===== src/sv/ftp_rp_pkg.sv =====
// Package for the FTP reply parser: parse phases, character codes, status codes
// and the result record. No dependencies.
package ftp_rp_pkg;

    typedef enum logic [2:0] {
        PH_CODE  = 3'd0,
        PH_MULTI = 3'd1,
        PH_SKIP  = 3'd2,
        PH_PORT  = 3'd3,
        PH_TAIL  = 3'd4
    } t_phase;

    localparam logic [7:0] CH_ZERO   = 8'h30;
    localparam logic [7:0] CH_NINE   = 8'h39;
    localparam logic [7:0] CH_SPACE  = 8'h20;
    localparam logic [7:0] CH_HYPHEN = 8'h2D;
    localparam logic [7:0] CH_COMMA  = 8'h2C;
    localparam logic [7:0] CH_RPAREN = 8'h29;
    localparam logic [7:0] CH_LF     = 8'h0A;

    localparam logic [1:0] ST_OK        = 2'd0;
    localparam logic [1:0] ST_BAD_CODE  = 2'd1;
    localparam logic [1:0] ST_LONG_PORT = 2'd2;

    localparam logic [2:0] CODE_LEN   = 3'd3;
    localparam logic [2:0] CNT_MAX    = 3'd7;
    localparam logic [2:0] LM_NOMATCH = 3'd4;
    localparam logic [2:0] COMMA_SKIP = 3'd4;

    typedef struct packed {
        logic [9:0]  reply_code;
        logic [15:0] data_port;
        logic [1:0]  status;
    } t_result;

endpackage


===== src/sv/ftp_rp_core.sv =====
// Parse state and next-state logic for one reply character per enabled cycle.
// Depends on ftp_rp_pkg.
module ftp_rp_core (
    input  logic                  i_clk,
    input  logic                  i_rst_n,
    input  logic                  i_en,
    input  logic [7:0]            i_byte,
    input  logic                  i_pasv_mode,
    output logic                  o_emit,
    output ftp_rp_pkg::t_result   o_result
);

    ftp_rp_pkg::t_phase r_phase, n_phase;
    logic [9:0]  r_code, n_code;
    logic [3:0]  r_dig [0:2];
    logic [3:0]  n_dig [0:2];
    logic [2:0]  r_cnt, n_cnt;
    logic [2:0]  r_lmc, n_lmc;
    logic [2:0]  r_commas, n_commas;
    logic [9:0]  r_num, n_num;
    logic [15:0] r_port, n_port;
    logic [1:0]  r_err, n_err;

    logic        digit;
    logic [3:0]  dval;
    logic [3:0]  exp_dig;
    logic        emit;
    logic [15:0] port_out;

    assign digit = (i_byte >= ftp_rp_pkg::CH_ZERO) && (i_byte <= ftp_rp_pkg::CH_NINE);
    assign dval  = digit ? i_byte[3:0] : 4'd0;

    always_comb begin
        case (r_lmc[1:0])
            2'd0:    exp_dig = r_dig[0];
            2'd1:    exp_dig = r_dig[1];
            default: exp_dig = r_dig[2];
        endcase
    end

    always_comb begin
        n_phase  = r_phase;
        n_code   = r_code;
        n_dig    = r_dig;
        n_cnt    = r_cnt;
        n_lmc    = r_lmc;
        n_commas = r_commas;
        n_num    = r_num;
        n_port   = r_port;
        n_err    = r_err;
        emit     = 1'b0;
        port_out = r_port;

        case (r_phase)
            ftp_rp_pkg::PH_MULTI: begin
                if (i_byte == ftp_rp_pkg::CH_LF) begin
                    n_lmc = 3'd0;
                end else if (r_lmc < ftp_rp_pkg::CODE_LEN) begin
                    if (digit && dval == exp_dig) begin
                        n_lmc = r_lmc + 3'd1;
                    end else begin
                        n_lmc = ftp_rp_pkg::LM_NOMATCH;
                    end
                end else if (r_lmc == ftp_rp_pkg::CODE_LEN) begin
                    if (i_byte == ftp_rp_pkg::CH_SPACE) begin
                        if (i_pasv_mode) begin
                            n_phase  = ftp_rp_pkg::PH_SKIP;
                            n_commas = 3'd0;
                        end else begin
                            n_phase = ftp_rp_pkg::PH_TAIL;
                        end
                    end else begin
                        n_lmc = ftp_rp_pkg::LM_NOMATCH;
                    end
                end
            end
            ftp_rp_pkg::PH_SKIP: begin
                if (i_byte == ftp_rp_pkg::CH_LF) begin
                    emit     = 1'b1;
                    port_out = 16'd0;
                end else if (i_byte == ftp_rp_pkg::CH_COMMA) begin
                    n_commas = r_commas + 3'd1;
                    if (n_commas >= ftp_rp_pkg::COMMA_SKIP) begin
                        n_phase = ftp_rp_pkg::PH_PORT;
                        n_cnt   = 3'd0;
                        n_num   = 10'd0;
                    end
                end
            end
            ftp_rp_pkg::PH_PORT: begin
                if (digit) begin
                    if (r_cnt < ftp_rp_pkg::CODE_LEN) begin
                        n_num = 10'((14'(r_num) * 14'd10) + 14'(dval));
                        n_cnt = r_cnt + 3'd1;
                    end else if (r_err == ftp_rp_pkg::ST_OK) begin
                        n_err = ftp_rp_pkg::ST_LONG_PORT;
                    end
                end else if (i_byte == ftp_rp_pkg::CH_COMMA) begin
                    n_port = r_port + {r_num[7:0], 8'd0};
                    n_num  = 10'd0;
                    n_cnt  = 3'd0;
                end else if (i_byte == ftp_rp_pkg::CH_RPAREN) begin
                    n_port  = r_port + 16'(r_num);
                    n_num   = 10'd0;
                    n_phase = ftp_rp_pkg::PH_TAIL;
                end else if (i_byte == ftp_rp_pkg::CH_LF) begin
                    emit     = 1'b1;
                    port_out = r_port + 16'(r_num);
                end
            end
            ftp_rp_pkg::PH_TAIL: begin
                if (i_byte == ftp_rp_pkg::CH_LF) begin
                    emit = 1'b1;
                end
            end
            default: begin
                n_phase = ftp_rp_pkg::PH_CODE;
                if (i_byte == ftp_rp_pkg::CH_SPACE || i_byte == ftp_rp_pkg::CH_HYPHEN) begin
                    if (r_cnt != ftp_rp_pkg::CODE_LEN) begin
                        n_err = ftp_rp_pkg::ST_BAD_CODE;
                    end
                    if (i_byte == ftp_rp_pkg::CH_HYPHEN) begin
                        n_phase = ftp_rp_pkg::PH_MULTI;
                        n_lmc   = 3'd0;
                    end else if (i_pasv_mode) begin
                        n_phase  = ftp_rp_pkg::PH_SKIP;
                        n_commas = 3'd0;
                    end else begin
                        n_phase = ftp_rp_pkg::PH_TAIL;
                    end
                end else begin
                    if (!digit) begin
                        n_err = ftp_rp_pkg::ST_BAD_CODE;
                    end else if (r_cnt < ftp_rp_pkg::CODE_LEN) begin
                        n_code   = 10'((14'(r_code) * 14'd10) + 14'(dval));
                        n_dig[0] = r_dig[1];
                        n_dig[1] = r_dig[2];
                        n_dig[2] = dval;
                    end
                    if (r_cnt < ftp_rp_pkg::CNT_MAX) begin
                        n_cnt = r_cnt + 3'd1;
                    end
                end
            end
        endcase

        if (emit) begin
            n_phase  = ftp_rp_pkg::PH_CODE;
            n_code   = 10'd0;
            n_dig[0] = 4'd0;
            n_dig[1] = 4'd0;
            n_dig[2] = 4'd0;
            n_cnt    = 3'd0;
            n_lmc    = 3'd0;
            n_commas = 3'd0;
            n_num    = 10'd0;
            n_port   = 16'd0;
            n_err    = ftp_rp_pkg::ST_OK;
        end
    end

    always_ff @(posedge i_clk) begin
        if (!i_rst_n) begin
            r_phase  <= ftp_rp_pkg::PH_CODE;
            r_code   <= 10'd0;
            r_dig[0] <= 4'd0;
            r_dig[1] <= 4'd0;
            r_dig[2] <= 4'd0;
            r_cnt    <= 3'd0;
            r_lmc    <= 3'd0;
            r_commas <= 3'd0;
            r_num    <= 10'd0;
            r_port   <= 16'd0;
            r_err    <= ftp_rp_pkg::ST_OK;
        end else if (i_en) begin
            r_phase  <= n_phase;
            r_code   <= n_code;
            r_dig    <= n_dig;
            r_cnt    <= n_cnt;
            r_lmc    <= n_lmc;
            r_commas <= n_commas;
            r_num    <= n_num;
            r_port   <= n_port;
            r_err    <= n_err;
        end
    end

    assign o_emit              = i_en && emit;
    assign o_result.reply_code = r_code;
    assign o_result.data_port  = port_out;
    assign o_result.status     = r_err;

endmodule


===== src/sv/ftp_reply_parser.sv =====
// Top level of the FTP reply parser: input byte register, parse core, result register.
// Depends on ftp_rp_pkg and ftp_rp_core.
//
// Takes one reply character per transaction, up to one per clock cycle. A byte is
// registered on acceptance and parsed once the result register is free or being
// taken; a result (reply code, passive data port, status) enters the output register
// as the final line's line feed is parsed. The output register frees in the same cycle
// it is taken, so the input keeps its full rate unless the result side stalls.
// pasv_mode is taken when the final line's code separator is parsed; write it only
// while the block is idle.
module ftp_reply_parser (
    input  logic        i_clk,
    input  logic        i_rst_n,
    input  logic        i_rx_valid,
    output logic        o_rx_ready,
    input  logic [7:0]  i_rx_byte,
    input  logic        i_cfg_valid,
    output logic        o_cfg_ready,
    input  logic        i_cfg_pasv_mode,
    output logic        o_res_valid,
    input  logic        i_res_ready,
    output logic [9:0]  o_reply_code,
    output logic [15:0] o_data_port,
    output logic [1:0]  o_status
);

    logic                r_pasv;
    logic                r_in_vld;
    logic [7:0]          r_in_byte;
    logic                r_out_vld;
    ftp_rp_pkg::t_result r_out;

    logic                proc;
    logic                emit;
    ftp_rp_pkg::t_result result;

    assign proc        = r_in_vld && (!r_out_vld || i_res_ready);
    assign o_rx_ready  = !r_in_vld || proc;
    assign o_cfg_ready = 1'b1;

    ftp_rp_core u_core (
        .i_clk       (i_clk),
        .i_rst_n     (i_rst_n),
        .i_en        (proc),
        .i_byte      (r_in_byte),
        .i_pasv_mode (r_pasv),
        .o_emit      (emit),
        .o_result    (result)
    );

    always_ff @(posedge i_clk) begin
        if (!i_rst_n) begin
            r_pasv    <= 1'b0;
            r_in_vld  <= 1'b0;
            r_out_vld <= 1'b0;
        end else begin
            if (i_cfg_valid) begin
                r_pasv <= i_cfg_pasv_mode;
            end
            if (o_rx_ready) begin
                r_in_vld <= i_rx_valid;
            end
            if (emit) begin
                r_out_vld <= 1'b1;
            end else if (i_res_ready) begin
                r_out_vld <= 1'b0;
            end
        end
    end

    always_ff @(posedge i_clk) begin
        if (i_rx_valid && o_rx_ready) begin
            r_in_byte <= i_rx_byte;
        end
        if (emit) begin
            r_out <= result;
        end
    end

    assign o_res_valid  = r_out_vld;
    assign o_reply_code = r_out.reply_code;
    assign o_data_port  = r_out.data_port;
    assign o_status     = r_out.status;

endmodule

===== config.mk =====
export PLATFORM = sky130hd
export DESIGN_NAME = ftp_reply_parser
export DESIGN_NICKNAME = d
export VERILOG_FILES = /design/src/sv/ftp_rp_pkg.sv /design/src/sv/ftp_rp_core.sv /design/src/sv/ftp_reply_parser.sv
export SDC_FILE = /design/constraint.sdc
export NUM_CORES = 1
export LEC_CHECK = 0
export BUFFER_PORTS_ARGS = -buffer_cell sky130_fd_sc_hd__buf_2
export CORE_ASPECT_RATIO = 1.25
export CORE_MARGIN = 2
export CORE_UTILIZATION = 55
export CTS_CLUSTER_DIAMETER = 50
export DETAILED_ROUTE_END_ITERATION = 10
export PLACE_DENSITY = 0.75
export SLEW_MARGIN = 20
export SYNTH_ARGS = -nofsm -noshare
export SYNTH_HDL_FRONTEND = slang
export SYNTH_HIERARCHICAL = 1
export SYNTH_SLANG_ARGS = --single-unit

===== constraint.sdc =====
create_clock -name i_clk -period 2.6 [get_ports i_clk]
set_clock_uncertainty 0.2 [all_clocks]
set_input_delay 0.26 -clock i_clk [delete_from_list [all_inputs] [get_ports i_clk]]
set_output_delay 0.26 -clock i_clk [all_outputs]
set_load 0.03 [all_outputs]

## After elaboration in Yosys (flattened, before gate mapping)

Index checks and enable logic that the tools add are counted.

- Flip-flop bits (word level): 101
- Output and inout bits: 31
- Input bits: 14
- Word-level logic and storage cells: 204

- Add/subtract/negate cells: 7
- Order comparisons: 6
- Multipliers: 2
- Muxes and demuxes: 92
- Eq/ne operators: 43
- Reduce and logical (&&, ||, !) cells: 36

Operator list:

| kind | count |
|---|---|
| $mux 16 | 10 |
| $mux 10 | 13 |
| $mux 3 | 41 |
| $mux 12 | 5 |
| $eq 8x6->1 const B | 4 |
| $pmux 16 s2 | 1 |
| $ne 3x1->1 const B | 7 |
| $add 10x4->10 | 2 |
| $mul 10x3->9 const B | 2 |
| $pmux 10 s2 | 1 |
| $ne 3x2->1 const B | 6 |
| $pmux 3 s3 | 2 |
| $add 16x10->16 | 1 |
| $add 16x16->16 | 1 |
| $mux 2 | 7 |
| $ne 2x1->1 const B | 7 |
| $reduce_and 7->1 | 2 |
| $ne 4x3->1 const B | 3 |
| $pmux 3 s4 | 1 |
| $reduce_and 12->1 | 1 |
| $reduce_bool 3->1 | 4 |
| $ne 5x1->1 const B | 2 |
| $reduce_and 10->1 | 1 |
| $add 3x1->3 const B | 3 |
| other kinds (35) | 59 |

## Longest topological paths before layout

Gate-level depths: netlist (run 1).

- Depth in word-level cells: 10
- Gate-level depth with buffers: 12
- Mapped depth without buffers: 11

## Hierarchy

Netlist (run 1), hierarchy kept.

Modules (own cells, without submodules):

| module | times used | sequential area each (um2) | cells an instance | area an instance (um2) |
|---|---|---|---|---|
| ftp_rp_core | 1 | 1221.2 | 656 | 5253.8 |
| ftp_reply_parser | 1 | 1141.1 | 50 | 1232.4 |

## Worst setup path after synthesis (run 1)

OpenSTA, ideal clock, no wires.

- Path type: flip-flop to flip-flop
- Start point: register u_core.r_num[0]
- End point: register r_out (netlist bit o_data_port[12]), data pin
- Setup slack: -0.083 ns
- Path buffers: 0
- Library setup time: 0.256 ns
- Data required time: 2.144 ns
- Data arrival time: 2.227 ns
- Cell stages (with the launch flop): 9
- Path through: dfxtp_1 ha_1 fa_1 a211oi_1 o211ai_1 a31oi_1 nor2_1 mux2_2 a22o_1

RTL lines:

| item | RTL line | text |
|---|---|---|
| start, declared | ftp_rp_core.sv:20 | `logic [9:0] r_num, n_num;` |
| start signal, assigned | ftp_rp_core.sv:182 | `r_num <= n_num;` |
| end signal, assigned | ftp_reply_parser.sv:76 | `r_out <= result;` |
| end, declared | ftp_reply_parser.sv:31 | `ftp_rp_pkg::t_result r_out;` |

## Worst setup path after layout (run 1)

- Start point: register r_in_byte[7]
- End point: register u_core.r_num[6]

- Word-level cells in the longest chain between the ends: 8

RTL lines:

| item | RTL line | text |
|---|---|---|
| start, declared | ftp_reply_parser.sv:29 | `logic [7:0] r_in_byte;` |
| start signal, assigned | ftp_reply_parser.sv:73 | `r_in_byte <= i_rx_byte;` |
| $ge 8x6->1 (tied with other cells) | ftp_rp_core.sv:30 | `assign digit = (i_byte >= ftp_rp_pkg::CH_ZERO) && (i_byte <= ftp_rp_pkg::CH_NINE);` |
| $logic_and 1x1->1 or $mux 1 (tied branches) | n/a |  |
| $mux 4 or $mux 1 (tied branches) | ftp_rp_core.sv:31, ftp_rp_core.sv:102 |  |
| $add 10x4->10 or $mux 1 (tied branches) | ftp_rp_core.sv:93, ftp_rp_core.sv:98 |  |
| $mux 10 or $mux 1 (tied branches) | ftp_rp_core.sv:92, ftp_rp_core.sv:91 |  |
| $mux 10 or $pmux 1 s2 (tied branches) | ftp_rp_core.sv:91, ftp_rp_core.sv:54 |  |
| $pmux 10 s2 (tied with other cells) | ftp_rp_core.sv:54 | `case (r_phase)` |
| $mux 10 or $reduce_and 7->1 (tied branches) | n/a |  |

Several ways; a longest one is shown, not always the timed one. The select of a mux whose other input is x is not followed.
A chain may end at the register's enable or synchronous reset.

==> metrics.md, run 1 <==
| Metric | Value |
|---|---|
| Status | `finished, final reports clean` |
| # fillers | `881` |
| Setup crit end kind | `flip-flop` |
| Startpoint Class | `flip-flop` |
| R2R Setup Slk | `30 ps` |
| Ports | `45` |
| Clock sink total | `100` |
| Hold Path Cell Cnt | `3` |
| CP top delay family | `simple AND/OR/NAND/NOR gates` |
| DRT iter0 DRCs | `278` |
| Chip Width | `101 µm` |
| HPWL after DPL | `13500 µm` |
| Cell count after synthesis | `706` |
| Max Cap Viol | `0` |
| Cell variety after synth | `84` |
| Share of post-route cells with drive strength above 1 | `0.262` |
| CP max-delay cell | `nor4b_4` |
| Detailed-route DRC error count | `0` |
| Register area | `2370 µm²` |
| Largest net degree at the start of global routing | `34` |
| Num CTS Buffers | `9` |
| Core Box Area | `11600 µm²` |
| Drt total wl | `18100 µm` |
| Hold Fails Final Rpt | `0` |
| CTS tree | `yes` |
| Chip height | `125 µm` |
| Fin crit share | `0.988` |
| Req. time, crit path | `2650 ps` |
| Critical path type | `reg2reg` |
| Number of global-route vias before repair | `6020` |
| Root Buffer | `clkbuf_16` |
| Placed Cells | `926` |
| R2R cell count | `8` |
| Rel. slew slack | `0.550` |
| Measured slew at the worst slew-check pin | `675 ps` |
| FF-to-FF End | `u_core/r_num[6]$_SDFFE_PN0P_` |
| Gpl congestion | `0.950` |
| Std cell rows | `44` |
| Syn_area_per_cell | `9.19 µm²` |
| Slew Viols, Final | `0` |
| Starting density of the core | `0.561` |
| IO Port Bufs | `43` |
| Yosys warns | `6` |
| Final min period | `2570 ps` |
| Ys async rst share | `0` |
| Power Dens Cells | `406 nW/µm²` |
| Initial antenna violation count | `0` |
| H-tree depth | `3` |
| Worst R2R Start | `r_in_byte[7]$_DFFE_PP_` |
| RSZ-0062 raised after global routing | `true` |
| First-pass GRT wire length | `28800 µm` |
| Setup_tns | `0 ps` |
| Total gr overflow | `0` |
| Register bit total from synthesis | `100` |
| Setup Viol. Count Final | `0` |
| CP peak stage delay | `470 ps` |
| Drt wl/cell | `18.7 µm` |
| Layout Area Growth over Synthesis | `24.2%` |
| Die Footprint | `12700 µm²` |
| WHS | `4.45 ps` |
| Vias | `6019` |
| Cell area after synthesis | `6490 µm²` |
| Nets | `895` |
| Post-Syn Nets | `775` |
| CP Cell Sequence | `nand4bb_4, nor4b_4, ha_1, a31oi_2, o31ai_4, nand3b_1, xnor2_2, o2bb2ai_1` |
| Non-filler cells, final | `969` |
| Area of the multi-input gates | `4130 µm²` |
| Reg clk slew, reported paths | `80 ps` |
| WHS Endpoint | `r_pasv$_SDFFE_PN0P_` |
| Tot GR Track Use | `0.287` |
| CP Buf/Inv Count | `0` |
| Routed Antenna Nets | `0` |
| Post-synth EDFFs | `36` |
| Seq/Total Area, Yosys | `0.364` |
| Vias per inst | `6.21` |
| Ant. Diodes | `0` |
| P_leak | `3.41 nW` |
| Hold Path Class | `in2reg` |
| Critical path fanouts, max | `4` |
| Arrival @ worst endpoint | `2620 ps` |
| Clock Tree Buf Depth | `2` |
| Achievable Freq | `389 MHz` |
| TritonRoute pass-1 iters | `4` |
| Max IR drop VDD | `405 µV` |
| Primary FF master, synth | `dfxtp_1` |
| Min-delay src | `i_cfg_valid` |
| Clock Latency Late Sink | `350 ps` |
-- how the worst max path moves through the flow --
stage	startpoint	end	slack (ps)	cells after the start
after floorplan	u_core/r_num[0]$_SDFFE_PN0P_	o_data_port[12]$_DFFE_PP_	2	8
after global placement	u_core/r_num[0]$_SDFFE_PN0P_	o_data_port[10]$_DFFE_PP_	80	9
after detailed placement	u_core/r_num[1]$_SDFFE_PN0P_	u_core/r_num[9]$_SDFFE_PN0P_	-40	8
after CTS	r_in_byte[4]$_DFFE_PP_	u_core/r_cnt[0]$_SDFFE_PN0P_	-2	9
after global routing	r_in_byte[7]$_DFFE_PP_	u_core/r_num[6]$_SDFFE_PN0P_	-100	8
final	r_in_byte[7]$_DFFE_PP_	u_core/r_num[6]$_SDFFE_PN0P_	30	8
-- cells in the mapped netlist, drive strengths merged (5+ instances only) --
library cell,instances,area share
o31ai,6,0.0077
a21oi,57,0.045
and2,6,0.0058
a31oi,7,0.0068
edfxtp,36,0.17
ha,51,0.098
o211ai,5,0.0058
clkbuf,12,0.0069
dfxtp,64,0.20
nor4,6,0.0081
nor2,54,0.034
a211oi,11,0.015
nand2,72,0.042
nor3b,5,0.0083
o21ai,43,0.034
nand3,23,0.018
a22o,13,0.018
and3,5,0.0048
nor3,18,0.015
buf,18,0.017
nand4,11,0.011
xor2,20,0.027
nand3b,8,0.011
xnor2,31,0.042
a21o,13,0.015
inv,23,0.013
a22oi,18,0.021
nor2b,5,0.0060
-- cell usage in the layout, fill, tap and decap left out, types with 6 or more instances in the layout --
cell           count
buf_4             85
nand2_1           70
dfxtp_1           58
a21oi_1           52
nor2_1            49
ha_1              48
buf_2             43
o21ai_0           37
edfxtp_1          36
xnor2_1           28
inv_1             23
nand3_1           22
xor2_1            17
a22oi_1           17
nor3_1            15
a21o_1            13
a22o_1            13
nand4_1           11
dlygate4sd3_1     10
clkbuf_16          9
a211oi_1           9
nand3b_1           7
and2_1             6
-- routing by layer --
layer	part of all wire	GRT usage
met1	0.36	0.309
met2	0.52	0.506
met3	0.054	0.0525
met4	0.060	0.183
met5	0	0
-- power breakdown --
group          internal, mW  switching (mW)
Clock                 0.685           0.667
Sequential             1.63          0.0237
Combinational         0.118           0.147
Total                  2.43           0.838
-- tightest hold or removal path, stage by stage --
cell	delay (ps)
buf_2	90
mux2i_1	60
nor2b_1	100
-- timing repair --
item,CTS,global route
endpoints found under the hold margin,10,0
endpoints found under the setup margin,3,60
buffers inserted,4,13
hold buffers,10,0
pin swaps,1,19
gates resized for setup,2,53
-- registers in the layout, summed over array words and instances, names as in the netlist --
name             count
o_reply_code        10
r_in_byte            8
o_status             2
u_core/r_dig        11
u_core/r_cnt         3
u_core/r_code       10
o_data_port         16
u_core/r_num        10
r_in_vld             1
u_core/r_lmc         3
r_pasv               1
u_core/r_phase       3
o_res_valid          1
u_core/r_port       16
u_core/r_commas      3
u_core/r_err         2
-- cell type report --
cell class              count  area share
repair buffers            139       0.121
well taps                 138      0.0214
clock buffers               9      0.0280
inverters                  24      0.0127
multi-input cells         552       0.513
clock inverters             7     0.00994
flip-flops and latches    100       0.294
-- metrics by stage --
stage	setup WS, ps	utilization	instance area [µm²]	total power [mW]
3_5_place_dp	-42.5	0.628	7260	1.91
4_1_cts	-1.52	0.666	7700	3.26
3_3_place_gp	76.4	0.628	7260	1.90
2_1_floorplan	1.79	-	6500	1.82
6_report	30.9	0.697	8060	3.27
5_1_grt	-95.6	0.697	8060	3.37
-- cell families (layout without fill, tap and decap cells) --
kind of cell | after synthesis | count (layout) | synth area share
compound gates | 204 | 204 | 0.209
simple gates | 235 | 235 | 0.199
mux | 5 | 5 | 0.00791
flops | 100 | 100 | 0.364
fa+ha+maj | 56 | 56 | 0.112
other cells | 1 | 1 | 0.000578
xor+xnor | 51 | 51 | 0.0689
buf+inv | 54 | 179 | 0.0378
Note: power is estimated with default switching activity, not from simulation.
==> inputs of run 2 (changes only) <==
HOLD_SLACK_MARGIN = 0.15   (was not set)
REMOVE_ABC_BUFFERS = 1   (was not set)
TNS_END_PERCENT = 100   (was not set)
==> run 2 against run 1 <==
The flow now finishes with violations (negative setup slack). Register-to-register slack got worse by 130 ps. Sequential cell count did not move. Maximum frequency fell by 4.8%. Sequential share of layout area barely moved. Total power rose by 0.93%. Die area did not move. Critical path type unchanged.
==> metrics.md, run 2 (synthesized netlist as in run 1, its figures left out) <==
| Metric | Value |
|---|---|
| # fillers | `836 (was 881)` |
| Vias per inst | `6.35 (was 6.21)` |
| Setup_tns | `-287 ps (was 0 ps)` |
| Tot Pwr | `3.30 mW (was 3.27 mW)` |
| H-tree depth | `3 (unchanged)` |
| Status | `complete, but fails checks (was finished, final reports clean)` |
| Die Footprint | `12700 µm² (unchanged)` |
| Met3 Track Usage GR | `0.0352 (was 0.0525)` |
| Power Dens Cells | `409 nW/µm² (was 406 nW/µm²)` |
| Violated checks | `negative setup slack` |
| Commonest non-fill, non-tap cell in the layout | `buf_4 (unchanged)` |
| Setup Viol. Count Final | `6 (was 0)` |
| Max IR drop VDD | `359 µV (was 405 µV)` |
| Ant. Diodes | `0 (unchanged)` |
| Number of global-route vias before repair | `5973 (was 6020)` |
| Detailed-route DRC error count | `0 (unchanged)` |
| Vias | `6172 (was 6019)` |
| Share of post-route cells with drive strength above 1 | `0.261 (was 0.262)` |
| CP max-delay cell | `fa_2 (was nor4b_4)` |
| Num CTS Buffers | `9 (unchanged)` |
| Arrival @ worst endpoint | `2670 ps (was 2620 ps)` |
| Clock sink total | `100 (unchanged)` |
| GR Util met2 | `0.480 (was 0.506)` |
| Most frequent cells in the layout | `buf_4 (80), nand2_1 (68), dfxtp_1 (56) (was buf_4 (85), nand2_1 (70), dfxtp_1 (58))` |
| Drt total wl | `18300 µm (was 18100 µm)` |
| First-pass GRT wire length | `27900 µm (was 28800 µm)` |
| Layout Area Growth over Synthesis | `24.4% (was 24.2%)` |
| Starting density of the core | `0.561 (unchanged)` |
| Initial antenna violation count | `0 (unchanged)` |
| Ports | `45 (unchanged)` |
| Met1 usage | `0.319 (was 0.309)` |
| Tot GR Track Use | `0.275 (was 0.287)` |
| P_leak | `3.39 nW (was 3.41 nW)` |
| Core Box Area | `11600 µm² (unchanged)` |
| Hold Path Class | `reg2reg (was in2reg)` |
| Achievable Freq | `370 MHz (was 389 MHz)` |
| Measured slew at the worst slew-check pin | `698 ps (was 675 ps)` |
| Gpl congestion | `0.956 (was 0.950)` |
| Final min period | `2700 ps (was 2570 ps)` |
| HPWL after DPL | `12800 µm (was 13500 µm)` |
| RSZ-0062 raised after global routing | `true (unchanged)` |
| CP peak stage delay | `370 ps (was 470 ps)` |
| DRT iter0 DRCs | `457 (was 278)` |
| Critical path type | `reg2reg (unchanged)` |
| Finished Core Util | `0.698 (was 0.697)` |
| IO Port Bufs | `43 (unchanged)` |
| Final setup margin | `-99.8 ps (was 30.9 ps)` |
| Clock Latency Late Sink | `350 ps (about the same)` |
| Nets | `898 (was 895)` |
| GRT Max-Usage Layer | `met2 (unchanged)` |
| Slew Viols, Final | `0 (unchanged)` |
| Hold Fails Final Rpt | `0 (unchanged)` |
| Routed Antenna Nets | `0 (unchanged)` |
| Critical path fanouts, max | `5 (was 4)` |
| Startpoint Class | `flip-flop (unchanged)` |
| CP Cell Sequence | `ha_4, fa_2, a211oi_2, o211ai_1, a31oi_2, buf_4, nand3b_1, a211o_1, nand2_1, o31ai_1 (was nand4bb_4, nor4b_4, ha_1, a31oi_2, o31ai_4, nand3b_1, xnor2_2, o2bb2ai_1)` |
| TritonRoute pass-1 iters | `6 (was 4)` |
| Setup WS pre-CTS | `-92.3 ps (was -42.5 ps)` |
| Clock Tree Buf Depth | `2 (unchanged)` |
| Reg clk slew, reported paths | `70 ps (was 80 ps)` |
| Drt wl/cell | `18.8 µm (was 18.7 µm)` |
| WHS | `239 ps (was 4.45 ps)` |
| CTS tree | `yes (unchanged)` |
| Total gr overflow | `0 (unchanged)` |
| Std cell rows | `44 (unchanged)` |
| Largest net degree at the start of global routing | `28 (was 34)` |
| Setup crit end kind | `flip-flop (unchanged)` |
| Max Cap Viol | `0 (unchanged)` |
| Root Buffer | `clkbuf_16 (unchanged)` |
| Rel. slew slack | `0.535 (was 0.550)` |
| Req. time, crit path | `2570 ps (was 2650 ps)` |
| Chip height | `125 µm (unchanged)` |
| Chip Width | `101 µm (unchanged)` |
| Fin crit share | `1.04 (was 0.988)` |
==> run 2: critical path, delay by kind of cell (launching register included) <==
kind	cells	cell delay [ps]
DFF	1	360
AOI/OAI and AO/OA	5	980
buffers and inverters	1	180
adders and majority gates	2	540
and+or+nand+nor	2	260
==> run 2: metal layers <==
metal | wire length [µm] | vias up
met4 | 888 | 0
li1 | - | 2856
met5 | 0 | -
met2 | 9320 | 292
met3 | 1020 | 76
met1 | 7080 | 2948
==> run 2: layout make-up <==
cell class	instances	area, µm²	share of cell area
timing repair buffer	142	1030	0.127
inverter	24	95.1	0.0118
clock inverter	5	47.5	0.00589
multi-input combinational	552	4080	0.506
clock buffer	11	264	0.0327
tap	138	173	0.0214
sequential	100	2380	0.295
==> run 2: stage by stage <==
step                      area, µm²  instances
final                          8070        972
after global routing           8070        972
after CTS                      7700        953
after detailed placement       7210        921
after global placement         7210        921
after floorplan                6330        676
==> run 2: power breakdown <==
| group | switching [mW] | internal [mW] | leakage [nW] |
|---|---|---|---|
| sequential | 0.0206 | 1.63 | 0.875 |
| clock | 0.631 | 0.753 | 0.151 |
| combinational | 0.148 | 0.120 | 2.37 |
| total | 0.799 | 2.50 | 3.39 |
==> run 2: path summary, 6_finish.rpt <==
path	cells after the start	slack, ps	to	startpoint
min	0	240	o_reply_code[9]$_DFFE_PP_	u_core/r_code[9]$_SDFFE_PN0P_
max reg2reg	10	-100	o_data_port[14]$_DFFE_PP_	u_core/r_port[0]$_SDFFE_PN0P_
min reg2reg	0	240	o_reply_code[9]$_DFFE_PP_	u_core/r_code[9]$_SDFFE_PN0P_
max	10	-100	o_data_port[14]$_DFFE_PP_	u_core/r_port[0]$_SDFFE_PN0P_
==> run 2: repair_timing <==
action	in CTS	in global routing
hold buffers	15	0
setup endpoints to repair	8	27
hold endpoints to repair	12	0
setup buffers	1	19
pin swaps	1	38
resized for setup	5	59
==> inputs of run 3 (changes only) <==
--- a/config.mk
+++ b/config.mk
@@ -11,2 +11,3 @@
 export CORE_UTILIZATION = 55
+export CTS_BUF_LIST = sky130_fd_sc_hd__clkbuf_4
 export CTS_CLUSTER_DIAMETER = 50
--- a/constraint.sdc
+++ b/constraint.sdc
@@ -4,2 +4,2 @@
 set_output_delay 0.26 -clock i_clk [all_outputs]
-set_load 0.03 [all_outputs]
+set_load 0.005 [all_outputs]
==> run 3 against run 2 <==
The run now ends clean. Sequential power barely moved. Wire length down 3.3%. Maximum frequency up 3.9%. Sequential share of layout area increased by 0.60 points. Sequential cell count unchanged. Combinational power grew 1%. Critical path type unchanged. Largest cell class unchanged.
==> metrics.md, run 3 (synthesized netlist as in run 1, its figures left out) <==
| Metric | Value |
|---|---|
| Status | `finished, final reports clean (was complete, but fails checks)` |
| P_leak | `3.32 nW (was 3.39 nW)` |
| Most frequent cells in the layout | `buf_4 (75), nand2_1 (68), dfxtp_1 (54) (was buf_4 (80), nand2_1 (68), dfxtp_1 (56))` |
| Hold Path Class | `reg2reg (unchanged)` |
| Number of global-route vias before repair | `5973 (unchanged)` |
| First-pass GRT wire length | `28000 µm (was 27900 µm)` |
| Reg clk slew, reported paths | `170 ps (was 70 ps)` |
| Critical path type | `reg2reg (unchanged)` |
| Core Box Area | `11600 µm² (unchanged)` |
| Req. time, crit path | `2810 ps (was 2570 ps)` |
| Die Footprint | `12700 µm² (unchanged)` |
| Clock Tree Buf Depth | `2 (unchanged)` |
| Std cell rows | `44 (unchanged)` |
| Nets | `896 (was 898)` |
| Max IR drop VDD | `309 µV (was 359 µV)` |
| Fin crit share | `1.00 (was 1.04)` |
| Root Buffer | `clkbuf_4 (was clkbuf_16)` |
| Gpl congestion | `0.956 (unchanged)` |
| Routed Antenna Nets | `0 (unchanged)` |
| DRT iter0 DRCs | `481 (was 457)` |
| Commonest non-fill, non-tap cell in the layout | `buf_4 (unchanged)` |
| Power Dens Cells | `357 nW/µm² (was 409 nW/µm²)` |
| Clock Latency Late Sink | `490 ps (was 350 ps)` |
| Arrival @ worst endpoint | `2800 ps (was 2670 ps)` |
| Measured slew at the worst slew-check pin | `733 ps (was 698 ps)` |
| CTS tree | `yes (unchanged)` |
| CP Cell Sequence | `buf_6, or4_4, nor2_4, o21ai_1, a2111oi_2, buf_4, nand3_1, o21ai_0 (was ha_4, fa_2, a211oi_2, o211ai_1, a31oi_2, buf_4, nand3b_1, a211o_1, nand2_1, o31ai_1)` |
| Tot GR Track Use | `0.276 (was 0.275)` |
| Largest net degree at the start of global routing | `28 (unchanged)` |
| Total gr overflow | `0 (unchanged)` |
| Chip height | `125 µm (unchanged)` |
| Num CTS Buffers | `9 (unchanged)` |
| Layout Area Growth over Synthesis | `21.8% (was 24.4%)` |
| Vias | `6043 (was 6172)` |
| Placed Cells | `921 (unchanged)` |
| IO Port Bufs | `43 (unchanged)` |
| Rel. slew slack | `0.511 (was 0.535)` |
| TritonRoute pass-1 iters | `6 (unchanged)` |
| Drt wl/cell | `18.3 µm (was 18.8 µm)` |
| Max Cap Viol | `0 (unchanged)` |
| Setup crit end kind | `flip-flop (unchanged)` |
| Detailed-route DRC error count | `0 (unchanged)` |
| Share of post-route cells with drive strength above 1 | `0.266 (was 0.261)` |
| Initial antenna violation count | `0 (unchanged)` |
| Hold Fails Final Rpt | `0 (unchanged)` |
| Clock sink total | `100 (unchanged)` |
| HPWL after DPL | `12800 µm (unchanged)` |
| Slew Viols, Final | `0 (unchanged)` |
| Ports | `45 (unchanged)` |
| RSZ-0062 raised after global routing | `true (unchanged)` |
| Final min period | `2600 ps (was 2700 ps)` |
| Achievable Freq | `385 MHz (was 370 MHz)` |
| Ant. Diodes | `0 (unchanged)` |
| Setup Viol. Count Final | `0 (was 6)` |
| CP max-delay cell | `or4_4 (was fa_2)` |
| Critical path fanouts, max | `4 (was 5)` |
| CP peak stage delay | `580 ps (was 370 ps)` |
| Vias per inst | `6.23 (was 6.35)` |
| Drt total wl | `17700 µm (was 18300 µm)` |
| Non-filler cells, final | `970 (was 972)` |
| Finished Core Util | `0.683 (was 0.698)` |
| R2R Setup Slk | `1 ps (was -100 ps)` |
| Chip Width | `101 µm (unchanged)` |
| H-tree depth | `3 (unchanged)` |
| Startpoint Class | `flip-flop (unchanged)` |
| Starting density of the core | `0.561 (unchanged)` |
run 3: worst max-delay path, delay by kind of cell, from the launching register on:
kind            cells  cell delay, ps
flops               1             500
compound gates      3             650
buf+inv             2             350
simple gates        3             810
run 3: worst paths after layout:
check	from	end	cells after the start
max	r_in_byte[4]$_DFFE_PP_	u_core/r_err[1]$_SDFFE_PN0P_	8
min reg2reg	u_core/r_code[9]$_SDFFE_PN0P_	o_reply_code[9]$_DFFE_PP_	0
max reg2reg	r_in_byte[4]$_DFFE_PP_	u_core/r_err[1]$_SDFFE_PN0P_	8
min	u_core/r_code[9]$_SDFFE_PN0P_	o_reply_code[9]$_DFFE_PP_	0
run 3: final cells by class:
| type | instances | area, µm² |
|---|---|---|
| clock buffer | 9 | 67.6 |
| timing repair buffer | 140 | 1020 |
| sequential | 100 | 2370 |
| inverter | 24 | 92.6 |
| clock inverter | 7 | 81.3 |
| multi-input combinational | 552 | 4090 |
| fill | 868 | 3660 |
| tap | 138 | 173 |
run 3: where the power goes:
| group | internal (mW) | switching, mW | total (mW) |
|---|---|---|---|
| logic | 0.126 | 0.146 | 0.272 |
| clock network | 0.309 | 0.583 | 0.891 |
| registers | 1.63 | 0.0213 | 1.65 |
run 3: stage by stage:
| stage | hold WS (ps) | area [µm²] | setup slack, ps | power [mW] | setup TNS [ps] |
|---|---|---|---|---|---|
| final | 257 | 7900 | 0.959 | 2.82 | 0 |
| after global routing | 263 | 7900 | -99.6 | 2.91 | -737 |
| after CTS | 260 | 7580 | 0.0713 | 2.78 | 0 |
| after detailed placement | 225 | 7210 | -92.3 | 1.91 | -401 |
| after global placement | 222 | 7210 | -21.7 | 1.90 | -31.7 |
| after floorplan | 159 | 6330 | -83.3 | 1.80 | -120 |
run 3: what timing repair did:
action,4_1_cts,5_1_grt
buffers inserted,5,14
hold buffers,14,0
setup endpoints to repair,11,37
pin swaps,5,32
gates resized for setup,9,60
hold endpoints to repair,31,0
run 3: per-layer routing:
| layer | vias up | track usage | share of wire |
|---|---|---|---|
| met5 | - | 0 | 0 |
| li1 | 2849 | - | - |
| met2 | 261 | 0.486 | 0.52 |
| met1 | 2881 | 0.320 | 0.39 |
| met4 | 0 | 0.142 | 0.044 |
| met3 | 52 | 0.0391 | 0.051 |
